[src/rtl/core/rtog_pkg.sv]
// ----------------------------------------------------------------------------
// rtog_pkg
// types, constants and helpers shared by the occupancy grid ray tracer
// ----------------------------------------------------------------------------
package rtog_pkg;

   localparam int MAX_WIDTH_DEF  = 256;
   localparam int MAX_HEIGHT_DEF = 256;
   localparam int COUNT_BITS_DEF = 16;

   localparam int CSR_IDX_BITS = 2;
   localparam int CSR_DATA_BITS = 16;
   localparam int DIM_BITS = 9;
   localparam int COORD_BITS = 16;
   localparam int OUT_BITS = 16;
   localparam int QUEUE_DEPTH = 2;

   localparam logic [1:0] CMD_TRACE = 2'd0;
   localparam logic [1:0] CMD_READ  = 2'd1;
   localparam logic [1:0] CMD_CLEAR = 2'd2;
   localparam logic [1:0] CMD_SPARE = 2'd3;

   localparam logic [1:0] CLASS_UNKNOWN  = 2'd0;
   localparam logic [1:0] CLASS_FREE     = 2'd1;
   localparam logic [1:0] CLASS_OCCUPIED = 2'd2;

   localparam logic [1:0] CSR_WIDTH    = 2'd0;
   localparam logic [1:0] CSR_HEIGHT   = 2'd1;
   localparam logic [1:0] CSR_OCC_THR  = 2'd2;
   localparam logic [1:0] CSR_FREE_THR = 2'd3;

   localparam logic [8:0]  WIDTH_RST    = 9'd256;
   localparam logic [8:0]  HEIGHT_RST   = 9'd256;
   localparam logic [15:0] OCC_THR_RST  = 16'd42598;
   localparam logic [15:0] FREE_THR_RST = 16'd16384;

   typedef struct packed {
      logic [1:0]         cmd;
      logic signed [15:0] start_x;
      logic signed [15:0] start_y;
      logic signed [15:0] end_x;
      logic signed [15:0] end_y;
   } req_type;

   typedef struct packed {
      logic [1:0]  cell_class;
      logic [15:0] hit_count;
      logic [15:0] miss_count;
   } rsp_type;

   typedef struct packed {
      logic [8:0]  grid_width;
      logic [8:0]  grid_height;
      logic [15:0] occ_thr;
      logic [15:0] free_thr;
   } cfg_type;

endpackage

[src/rtl/core/rtog_front.sv]
// ----------------------------------------------------------------------------
// rtog_front
// accepts commands and queues them for the walker, which works out the ray deltas and steps
// ----------------------------------------------------------------------------
module rtog_front
   import rtog_pkg::*;
(
   input  logic    clock,
   input  logic    reset,
   input  logic    start,
   output logic    busy,
   input  req_type req,
   input  logic    clear_busy,
   output logic    q_valid,
   output req_type q_item,
   input  logic    q_pop,
   output logic    q_empty
);

   localparam int PTR_BITS = $clog2(QUEUE_DEPTH);

   req_type               q_ff [QUEUE_DEPTH];
   logic [PTR_BITS-1:0]   wr_ptr_ff, wr_ptr_in, rd_ptr_ff, rd_ptr_in;
   logic [PTR_BITS:0]     cnt_ff, cnt_in;
   logic                  push;

   assign busy = clear_busy || (cnt_ff == PTR_BITS'(0) + (PTR_BITS+1)'(QUEUE_DEPTH));
   assign push = start && !busy;
   assign q_valid = (cnt_ff != '0);
   assign q_empty = (cnt_ff == '0);
   assign q_item = q_ff[rd_ptr_ff];

   always_comb begin
      wr_ptr_in = wr_ptr_ff;
      rd_ptr_in = rd_ptr_ff;
      cnt_in = cnt_ff;
      if (push) begin
         wr_ptr_in = wr_ptr_ff + PTR_BITS'(1);
      end
      if (q_pop) begin
         rd_ptr_in = rd_ptr_ff + PTR_BITS'(1);
      end
      if (push && !q_pop) begin
         cnt_in = cnt_ff + (PTR_BITS+1)'(1);
      end else if (!push && q_pop) begin
         cnt_in = cnt_ff - (PTR_BITS+1)'(1);
      end
   end

   always_ff @(posedge clock) begin
      if (reset) begin
         wr_ptr_ff <= '0;
         rd_ptr_ff <= '0;
         cnt_ff <= '0;
      end else begin
         wr_ptr_ff <= wr_ptr_in;
         rd_ptr_ff <= rd_ptr_in;
         cnt_ff <= cnt_in;
      end
      if (push) begin
         q_ff[wr_ptr_ff] <= req;
      end
   end

   assert property (@(posedge clock) disable iff (reset)
      q_pop |-> q_valid) else $error("pop from empty queue");
   assert property (@(posedge clock) disable iff (reset)
      (cnt_ff == (PTR_BITS+1)'(QUEUE_DEPTH)) |-> busy) else $error("push into full queue");
   assert property (@(posedge clock) disable iff (reset)
      (push && !q_pop) |=> (cnt_ff == $past(cnt_ff) + (PTR_BITS+1)'(1)))
      else $error("queue count lost a push");

endmodule

[config.mk]
export PLATFORM = sky130hd
export DESIGN_NAME = rtog_front
export DESIGN_NICKNAME = d
export VERILOG_FILES = /design/src/rtl/core/rtog_pkg.sv /design/src/rtl/core/rtog_front.sv
export SDC_FILE = /design/constraint.sdc
export NUM_CORES = 1
export LEC_CHECK = 0
export ABC_CLOCK_PERIOD_IN_PS = 3900
export BUFFER_PORTS_ARGS = -buffer_cell sky130_fd_sc_hd__clkbuf_2
export CAP_MARGIN = 20
export CORE_MARGIN = 2
export CORE_UTILIZATION = 40
export DETAILED_ROUTE_END_ITERATION = 16
export MAX_ROUTING_LAYER = met4
export PLACE_DENSITY = 0.78
export SYNTH_ARGS = -nofsm -noshare
export SYNTH_HDL_FRONTEND = slang
export SYNTH_SLANG_ARGS = --single-unit
[constraint.sdc]
create_clock -name clock -period 3.9 [get_ports clock]
set_input_delay 0.195 -clock clock [delete_from_list [all_inputs] [get_ports clock]]
set_output_delay 0.195 -clock clock [all_outputs]
set_load 0.05 [all_outputs]
-- Word-level counts from Yosys, hierarchy flattened
Memory sizes are Yosys's and may differ from the RTL's. A register that Yosys moved wholly into a read port is not among the register bits.
Cells that the tools add are included.
- register bits after elaboration: 4
- memory bits (writable): 132
- input bits: 71
- output and inout bits: 69
- memories: 1
- add/subtract/negate cells: 4
- equality and inequality tests: 1
- muxes and demuxes: 6
- reduce and logical (&&, ||, !) cells: 10
- memories (memory ; words ; width ; rd ports ; clocked after Yosys merged registers in ; wr ports ; line ; source):
    q_ff ; 2 ; 66 ; 1 ; 1 ; 1 ; rtog_front.sv:22 ; req_type q_ff [QUEUE_DEPTH];
- operators with widths (operator ; count):
    two-way mux 1 bit ; 4
    two-way mux 2 bit ; 2
    nonzero test 2 bit ; 2
    logical AND 1 bit ; 3
    logical NOT 1 bit ; 3
    adder 1 bit, second input constant ; 2
    adder 2 x 1 -> 2 bit, second input constant ; 1
    equality test 2 bit, second input constant ; 1
    logical NOT 2 bit ; 1
    subtractor 2 x 1 -> 2 bit, second input constant ; 1
    logical OR 1 bit ; 1

-- Depth between registers and ports, before layout
Gate-level depths: netlist of run 1.
- word-level depth: 8
- mapped depth: 6
- depth with buffers taken out: 6

-- Least setup slack after synthesis of run 1
Ideal clock, no wire load.
- path kind: register to register
- start: register cnt_ff[0]
- end: memory q_ff[0][0] (netlist bit) (enable)
- setup time: 498 ps
- data arrival time: 3621 ps
- required time: 3402 ps
- setup slack: -220 ps
- stages on the path, launching flop included: 4
- path through: dfxtp_1 > nand2b_1 > and2_1 > nor2b_1
- longest elaborated chain between the ends: 6
- ends and longest elaborated chain (what ; line ; source):
    start: declaration ; rtog_front.sv:24 ; logic [PTR_BITS:0] cnt_ff, cnt_in;
    start signal: assignment ; rtog_front.sv:58 ; cnt_ff <= cnt_in;
    equality test 2 bit ; rtog_front.sv:27 ; assign busy = clear_busy || (cnt_ff == PTR_BITS'(0) + (PTR_BITS+1)'(QUEUE_DEPTH));
    logical OR 1 bit ; rtog_front.sv:27 ;
    logical NOT 1 bit ; rtog_front.sv:28 ; assign push = start && !busy;
    logical AND 1 bit ; rtog_front.sv:28 ;
    two-way mux 1 bit ; rtog_front.sv:60 ; if (push) begin
    two-way mux 1 bit (not written as such) ; rtog_front.sv:61 ; q_ff[wr_ptr_ff] <= req;
    end: declaration ; rtog_front.sv:22 ;
Every way passes these cells.

==> flow_summary_export.csv, run 1 <==
group,metric,value,unit
run_status,status,"finished clean",
detailed_routing,drt-initial-drc-count,163,
floorplan,die_x,115.9,um
timing,finalCriticalPeriod,2238,ps
global_routing,grt_pass1_wl,14.44,mm
detailed_routing,ant_nets,0,
global_routing,antenna_found_initial,0,
detailed_routing,wl,9.542,mm
yosys,synthTopCellsByArea,"edfxtp_1, mux2_2, dfxtp_1, buf_6, nand2b_1",
yosys,async_flop_share,0,%
timing,slew_headroom,38.23,%
yosys,syn-cell-area,5011,um2
floorplan,io_pins,140,
cts,cts_buffers,17,
pwr,leakage,2.703,nW
cts,clkTransAtPathRegs,50,ps
cts,clock_latency,410,ps
timing,finClkSkew,8.057,ps
setup_path,r2r-start,"cnt_ff[0]",
timing,drv_slew,0,
flow_run,max_cap_viol_count,0,
global_routing,first_global_vias,3056,
detailed_routing,via_per_inst,4.569,
placement,place_ws,1859,ps
setup_path,critPathArrivalTime,2040,ps
placement,gp_congestion,0.6770,
cts,cts_buffer_depth,2,
setup_path,cp_slowest_cell,"dfxtp_4",
detailed_routing,vias,2883,
timing,finalCritPeriodShare,57.39,%
yosys,synth_area_leader_cell,"edfxtp_1",
timing,setup_viol,0,
yosys,synthesis.nets,305,
final_layout,drive_above_1_share,51.40,%
floorplan,row_count,40,
cts,cts_setup_buffers,0,
cts,cts_max_level,4,
yosys,synth.most_common_cell,"edfxtp_1",
placement,post-dp-hpwl,5.384,mm
floorplan,die_area,13440,um2
final_layout,n_antenna_cell,0,
cts,cts_tree,"done",
min_path,hp-start,"reset",
min_path,holdCritPathClass,"input pin to flip-flop",
yosys,synth_edf_count,132,
cts,cts.repair.resized,0,
yosys,ys_warn_count,0,
global_routing,gr-total-overflow,0,
global_routing,grtUsageTotal,15.26,%
timing,tns,0,ps
setup_path,cp_cell_sequence,"mux2_2, clkbuf_2",
timing,grt_setup_unrepaired,"false",
floorplan,core-area,12110,um2
yosys,synthDistinctLibCells,19,
detailed_routing,wl_per_cell,15.12,um
yosys,synthCells,233,
final_layout,fill_cells,948,
timing,setup_slack,1662,ps
setup_path,end_kind,"output port",
floorplan,start_util,41.37,%
floorplan,die_h,115.9,um
placement,portBuffers,139,
yosys,netlist.area_leader.share,79.10,%
cts,cts-root-buf,"clkbuf_16",
final_layout,finalNetCount,523,
yosys,ys_seq_area_share,81.10,%
yosys,synth_ff_type,"edfxtp_1",
final_layout,area_delta_synth_final,41.67,%
timing,fmax,446.8,MHz
setup_path,start_kind,"flip-flop",
pwr,powerDensity,540.4,nW/um2
yosys,avgSynthCellArea,21.51,um2
setup_path,crit_path_max_fanout,66,
global_routing,grt_max_degree,67,
detailed_routing,drc,0,
cts,cts.sinks,137,
yosys,synth.top_cells.by_count,"edfxtp_1, mux2_2, buf_6, dfxtp_1, nor2_1",
setup_path,worstSetupPathType,"flip-flop to output port",
timing,hold_violations,0,
pwr,ir_drop,398.8,uV
detailed_routing,dr.pass1.iters,4,
yosys,ys_ff_latch,137,
setup_path,cp_slowest_stage_delay,950,ps
setup_path,required,3700,ps
timing,worst_pin_slew,926.5,ps
==> cell usage in the layout (no fill, tap or decap), types with 3 or more instances in the layout <==
| cell | instances |
|---|---|
| clkbuf_1 | 3 |
| clkbuf_16 | 17 |
| clkbuf_2 | 139 |
| clkinv_2 | 5 |
| dfxtp_1 | 4 |
| dlygate4sd3_1 | 66 |
| edfxtp_1 | 132 |
| mux2_2 | 66 |
| nand2b_1 | 3 |
| nor2_1 | 4 |
==> area by class of cell <==
class                   instances  area [um2]  area share [%]
well taps                     168       210.2           2.961
inverters                       2       7.507          0.1057
clock inverters                 9       100.1           1.410
clock buffers                  22       464.2           6.539
multi-input cells              87       885.9           12.48
repair buffers                206        1364           19.21
flip-flops and latches        137        4068           57.30
==> power breakdown <==
group	internal (mW)	leakage, nW	total (mW)	switching, mW
sequential	1.70	1.25	1.74	0.0460
clock	0.963	0.276	1.50	0.538
combinational	0.199	1.18	0.592	0.394
==> path summary, 6_finish.rpt <==
check	to	slack, ps	depth (start not counted)
worst max register to register	q_ff[0][59]	1830	4
worst min register to register	cnt_ff[1]	510	2
worst min-delay path	flip-flop	30	2
worst max-delay path	q_item[29]	1660	2
==> timing repair <==
item | CTS | global route
endpoints found under the setup margin | 0 | 0
hold endpoints to repair | 132 | 0
hold buffers | 66 | 0
==> stage by stage <==
stage                     utilization, %  instance area, um2  power, mW  hold slack [ps]  std cells
after detailed placement           48.50                5874      2.314            388.1        534
after CTS                          58.62                7099      3.875            12.78        631
final                              58.62                7099      3.837            33.98        631
after floorplan                        -                5014      2.179            264.1        233
after global placement             48.50                5874      2.301            385.1        534
after global routing               58.62                7099      3.975            32.25        631
==> kinds of logic after synthesis <==
group           Yosys count  synth area share [%]
fa+ha+maj                 1                0.2496
simple gates             14                 1.523
compound gates            3                0.2995
buf+inv                   9                 1.473
mux                      66                 14.83
flops                   137                 81.10
xor+xnor                  3                0.5244
==> layer usage <==
metal | global-route usage, % | part of all wire (%)
met5 | - | 0
met4 | 6.429 | 1.4
met3 | 5.178 | 4.6
met2 | 26.98 | 55
met1 | 15.39 | 39
==> sequential cells by signal, summed over array words and instances, names as in the netlist, named ones only <==
| signal | flops |
|---|---|
| q_ff | 132 |
| cnt_ff | 2 |
| wr_ptr_ff | 1 |
| rd_ptr_ff | 1 |
==> worst max-delay path, delay by kind of cell, from the launching register on <==
kind	cells	cell delay (ps)
flip-flops	1	950
multiplexers	1	430
buffers and inverters	1	240
No activity file was read; power rests on OpenSTA's default activity.
==> run 2, diff against run 1 <==
--- a/config.mk
+++ b/config.mk
@@ -5,14 +5,14 @@
 export SDC_FILE = /design/constraint.sdc
 export NUM_CORES = 1
 export LEC_CHECK = 0
-export ABC_CLOCK_PERIOD_IN_PS = 3900
+export ABC_CLOCK_PERIOD_IN_PS = 2300
 export BUFFER_PORTS_ARGS = -buffer_cell sky130_fd_sc_hd__clkbuf_2
 export CAP_MARGIN = 20
 export CORE_MARGIN = 2
 export CORE_UTILIZATION = 40
 export DETAILED_ROUTE_END_ITERATION = 16
 export MAX_ROUTING_LAYER = met4
-export PLACE_DENSITY = 0.78
+export PLACE_DENSITY = 0.76
 export SYNTH_ARGS = -nofsm -noshare
 export SYNTH_HDL_FRONTEND = slang
 export SYNTH_SLANG_ARGS = --single-unit
==> constraint.sdc (replaced) <==
create_clock -name clock -period 2.3 [get_ports clock]
set_input_delay 0.115 -clock clock [delete_from_list [all_inputs] [get_ports clock]]
set_output_delay 0.115 -clock clock [all_outputs]
set_load 0.05 [all_outputs]
==> run 2 against run 1 <==
  * Critical path depth rose by 1
  * Design area rose by 1.8%
  * Routed wire length rose by 4.3%
  * Global-route usage rose by 0.70 points
  * Non-clock buffer count rose by 7
  * Largest cell class unchanged
  * Power rose by 76%
  * Die area did not move
  * Sequential share of layout area fell by 1.0 points
  * Hold slack improved by 10 ps
  * Via count rose by 0.59%
  * Largest power group unchanged
  * Sequential power rose by 68%
  * Clock power rose by 84%
==> flow_summary_export.csv, run 2 (synthesis gave the netlist of run 1 again) <==
group,metric,value,unit
cts,cts_buffers,17,
global_routing,antenna_found_initial,0,
pwr,leakage,2.764,nW
global_routing,gr-total-overflow,0,
final_layout,layout_commonest_cell,"clkbuf_2",
detailed_routing,via_per_inst,4.538,
global_routing,grtUsageMet3,5.126,%
min_path,holdCritPathClass,"input pin to flip-flop",
floorplan,die_h,115.9,um
cts,cts.repair.resized,0,
setup_path,crit_path_max_fanout,38,
global_routing,grtUsageMet2,27.21,%
detailed_routing,drt-initial-drc-count,188,
setup_path,end_kind,"output port",
final_layout,area_delta_synth_final,44.19,%
cts,clock_latency,410,ps
cts,cts_buffer_depth,2,
setup_path,cp_slowest_cell,"dfxtp_4",
cts,clkTransAtPathRegs,60,ps
timing,drv_slew,0,
final_layout,layout_common_cells,"clkbuf_2, edfxtp_1, dlygate4sd3_1, mux2_2, clkbuf_16",
pwr,ir_drop,678.2,uV
detailed_routing,wl,9.956,mm
pwr,p_total,6.740,mW
setup_path,start_kind,"flip-flop",
setup_path,critPathArrivalTime,1950,ps
placement,gp_congestion,0.7171,
global_routing,grtUsageTotal,15.96,%
timing,setup_viol,0,
global_routing,grt_max_degree,39,
final_layout,top_regs,"q_ff: 132 flops, cnt_ff: 2 flops",
timing,worst_pin_slew,468.4,ps
cts,cts_max_level,4,
placement,post-dp-hpwl,5.884,mm
placement,place_ws,608.2,ps
flow_run,max_cap_viol_count,0,
final_layout,finalNetCount,530,
final_layout,largest_register,"q_ff",
final_layout,drive_above_1_share,51.17,%
cts,cts_setup_buffers,0,
timing,finalCritPeriodShare,89.62,%
timing,hold_violations,0,
floorplan,start_util,41.37,%
floorplan,die_area,13440,um2
detailed_routing,drc,0,
global_routing,use_met1,17.17,%
cts,cts.sinks,137,
setup_path,worstSetupPathType,"flip-flop to output port",
setup_path,cp_slowest_stage_delay,610,ps
cts,cts_tree,"done",
detailed_routing,ant_nets,0,
global_routing,grt_pass1_wl,14.96,mm
floorplan,io_pins,140,
timing,tns,0,ps
final_layout,n_antenna_cell,0,
floorplan,core-area,12110,um2
run_status,status,"finished clean",
floorplan,die_x,115.9,um
setup_path,required,2180,ps
setup_path,cp_cell_sequence,"buf_12, mux2_2, clkbuf_2",
timing,grt_setup_unrepaired,"false",
timing,slew_headroom,68.77,%
detailed_routing,wl_per_cell,15.58,um
global_routing,top_usage_layer,"met2",
detailed_routing,dr.pass1.iters,4,
timing,finalCriticalPeriod,2061,ps
final_layout,fill_cells,931,
timing,finClkSkew,4.608,ps
global_routing,first_global_vias,3184,
final_layout,largest_reg_flops,132,
cts,cts-root-buf,"clkbuf_16",
placement,portBuffers,139,
floorplan,row_count,40,
timing,fmax,485.1,MHz
pwr,powerDensity,932.7,nW/um2
timing,setup_slack,238.7,ps
detailed_routing,vias,2900,
## run 2: cell types whose count changed in the layout (fill, tap and decap cells not counted), moves of 2 or more
cell           change
buf_12             +2
bufinv_16          +2
buf_4              +2
dlygate4sd3_1      +3
clkbuf_1           +2
## run 2: timing repair
action	CTS	global route
hold endpoints to repair	136	0
endpoints found under the setup margin	0	0
hold buffers	69	0
## run 2: path summary, 6_finish.rpt
path	from	to	slack, ps	cells after the start
max	flip-flop	q_item[19]	240	3
min	clear_busy	wr_ptr_ff	40	4
max reg2reg	cnt_ff[0]	q_ff[0][18]	600	4
min reg2reg	cnt_ff[1]	cnt_ff[1]	510	2
## run 2: routing by layer
metal	up-vias	share of wire (%)
met5	-	0
met4	0	1.3
met3	13	4.9
met2	95	53
met1	1427	41
li1	1365	-
## run 2: final cells by class
cell class	count	area, um2	share of cell area (%)
timing repair buffer	213	1449	20.05
clock inverter	9	147.6	2.043
multi-input combinational	87	885.9	12.26
tap	168	210.2	2.909
inverter	2	7.507	0.1039
sequential	137	4068	56.29
clock buffer	23	457.9	6.338
## run 2: through the flow
| stage | hold WS (ps) | cells | util (%) | cell area (um2) |
|---|---|---|---|---|
| 6_report | 44.43 | 639 | 59.66 | 7226 |
| 5_1_grt | 53.74 | 639 | 59.66 | 7226 |
| 2_1_floorplan | 184.1 | 233 | - | 5020 |
| 3_5_place_dp | 307.5 | 538 | 48.96 | 5929 |
| 3_3_place_gp | 304.6 | 538 | 48.96 | 5929 |
| 4_1_cts | 13.04 | 639 | 59.66 | 7226 |
## run 2: power by group
part	total [mW]	switching (mW)	internal [mW]
Clock	2.76	0.928	1.83
Sequential	2.93	0.0533	2.87
Combinational	1.05	0.698	0.352
Total	6.74	1.68	5.06
## run 2: critical path, delay by kind of cell (launching register included)
kind	cells	cell delay (ps)
buffers and inverters	2	530
DFF	1	610
muxes	1	380
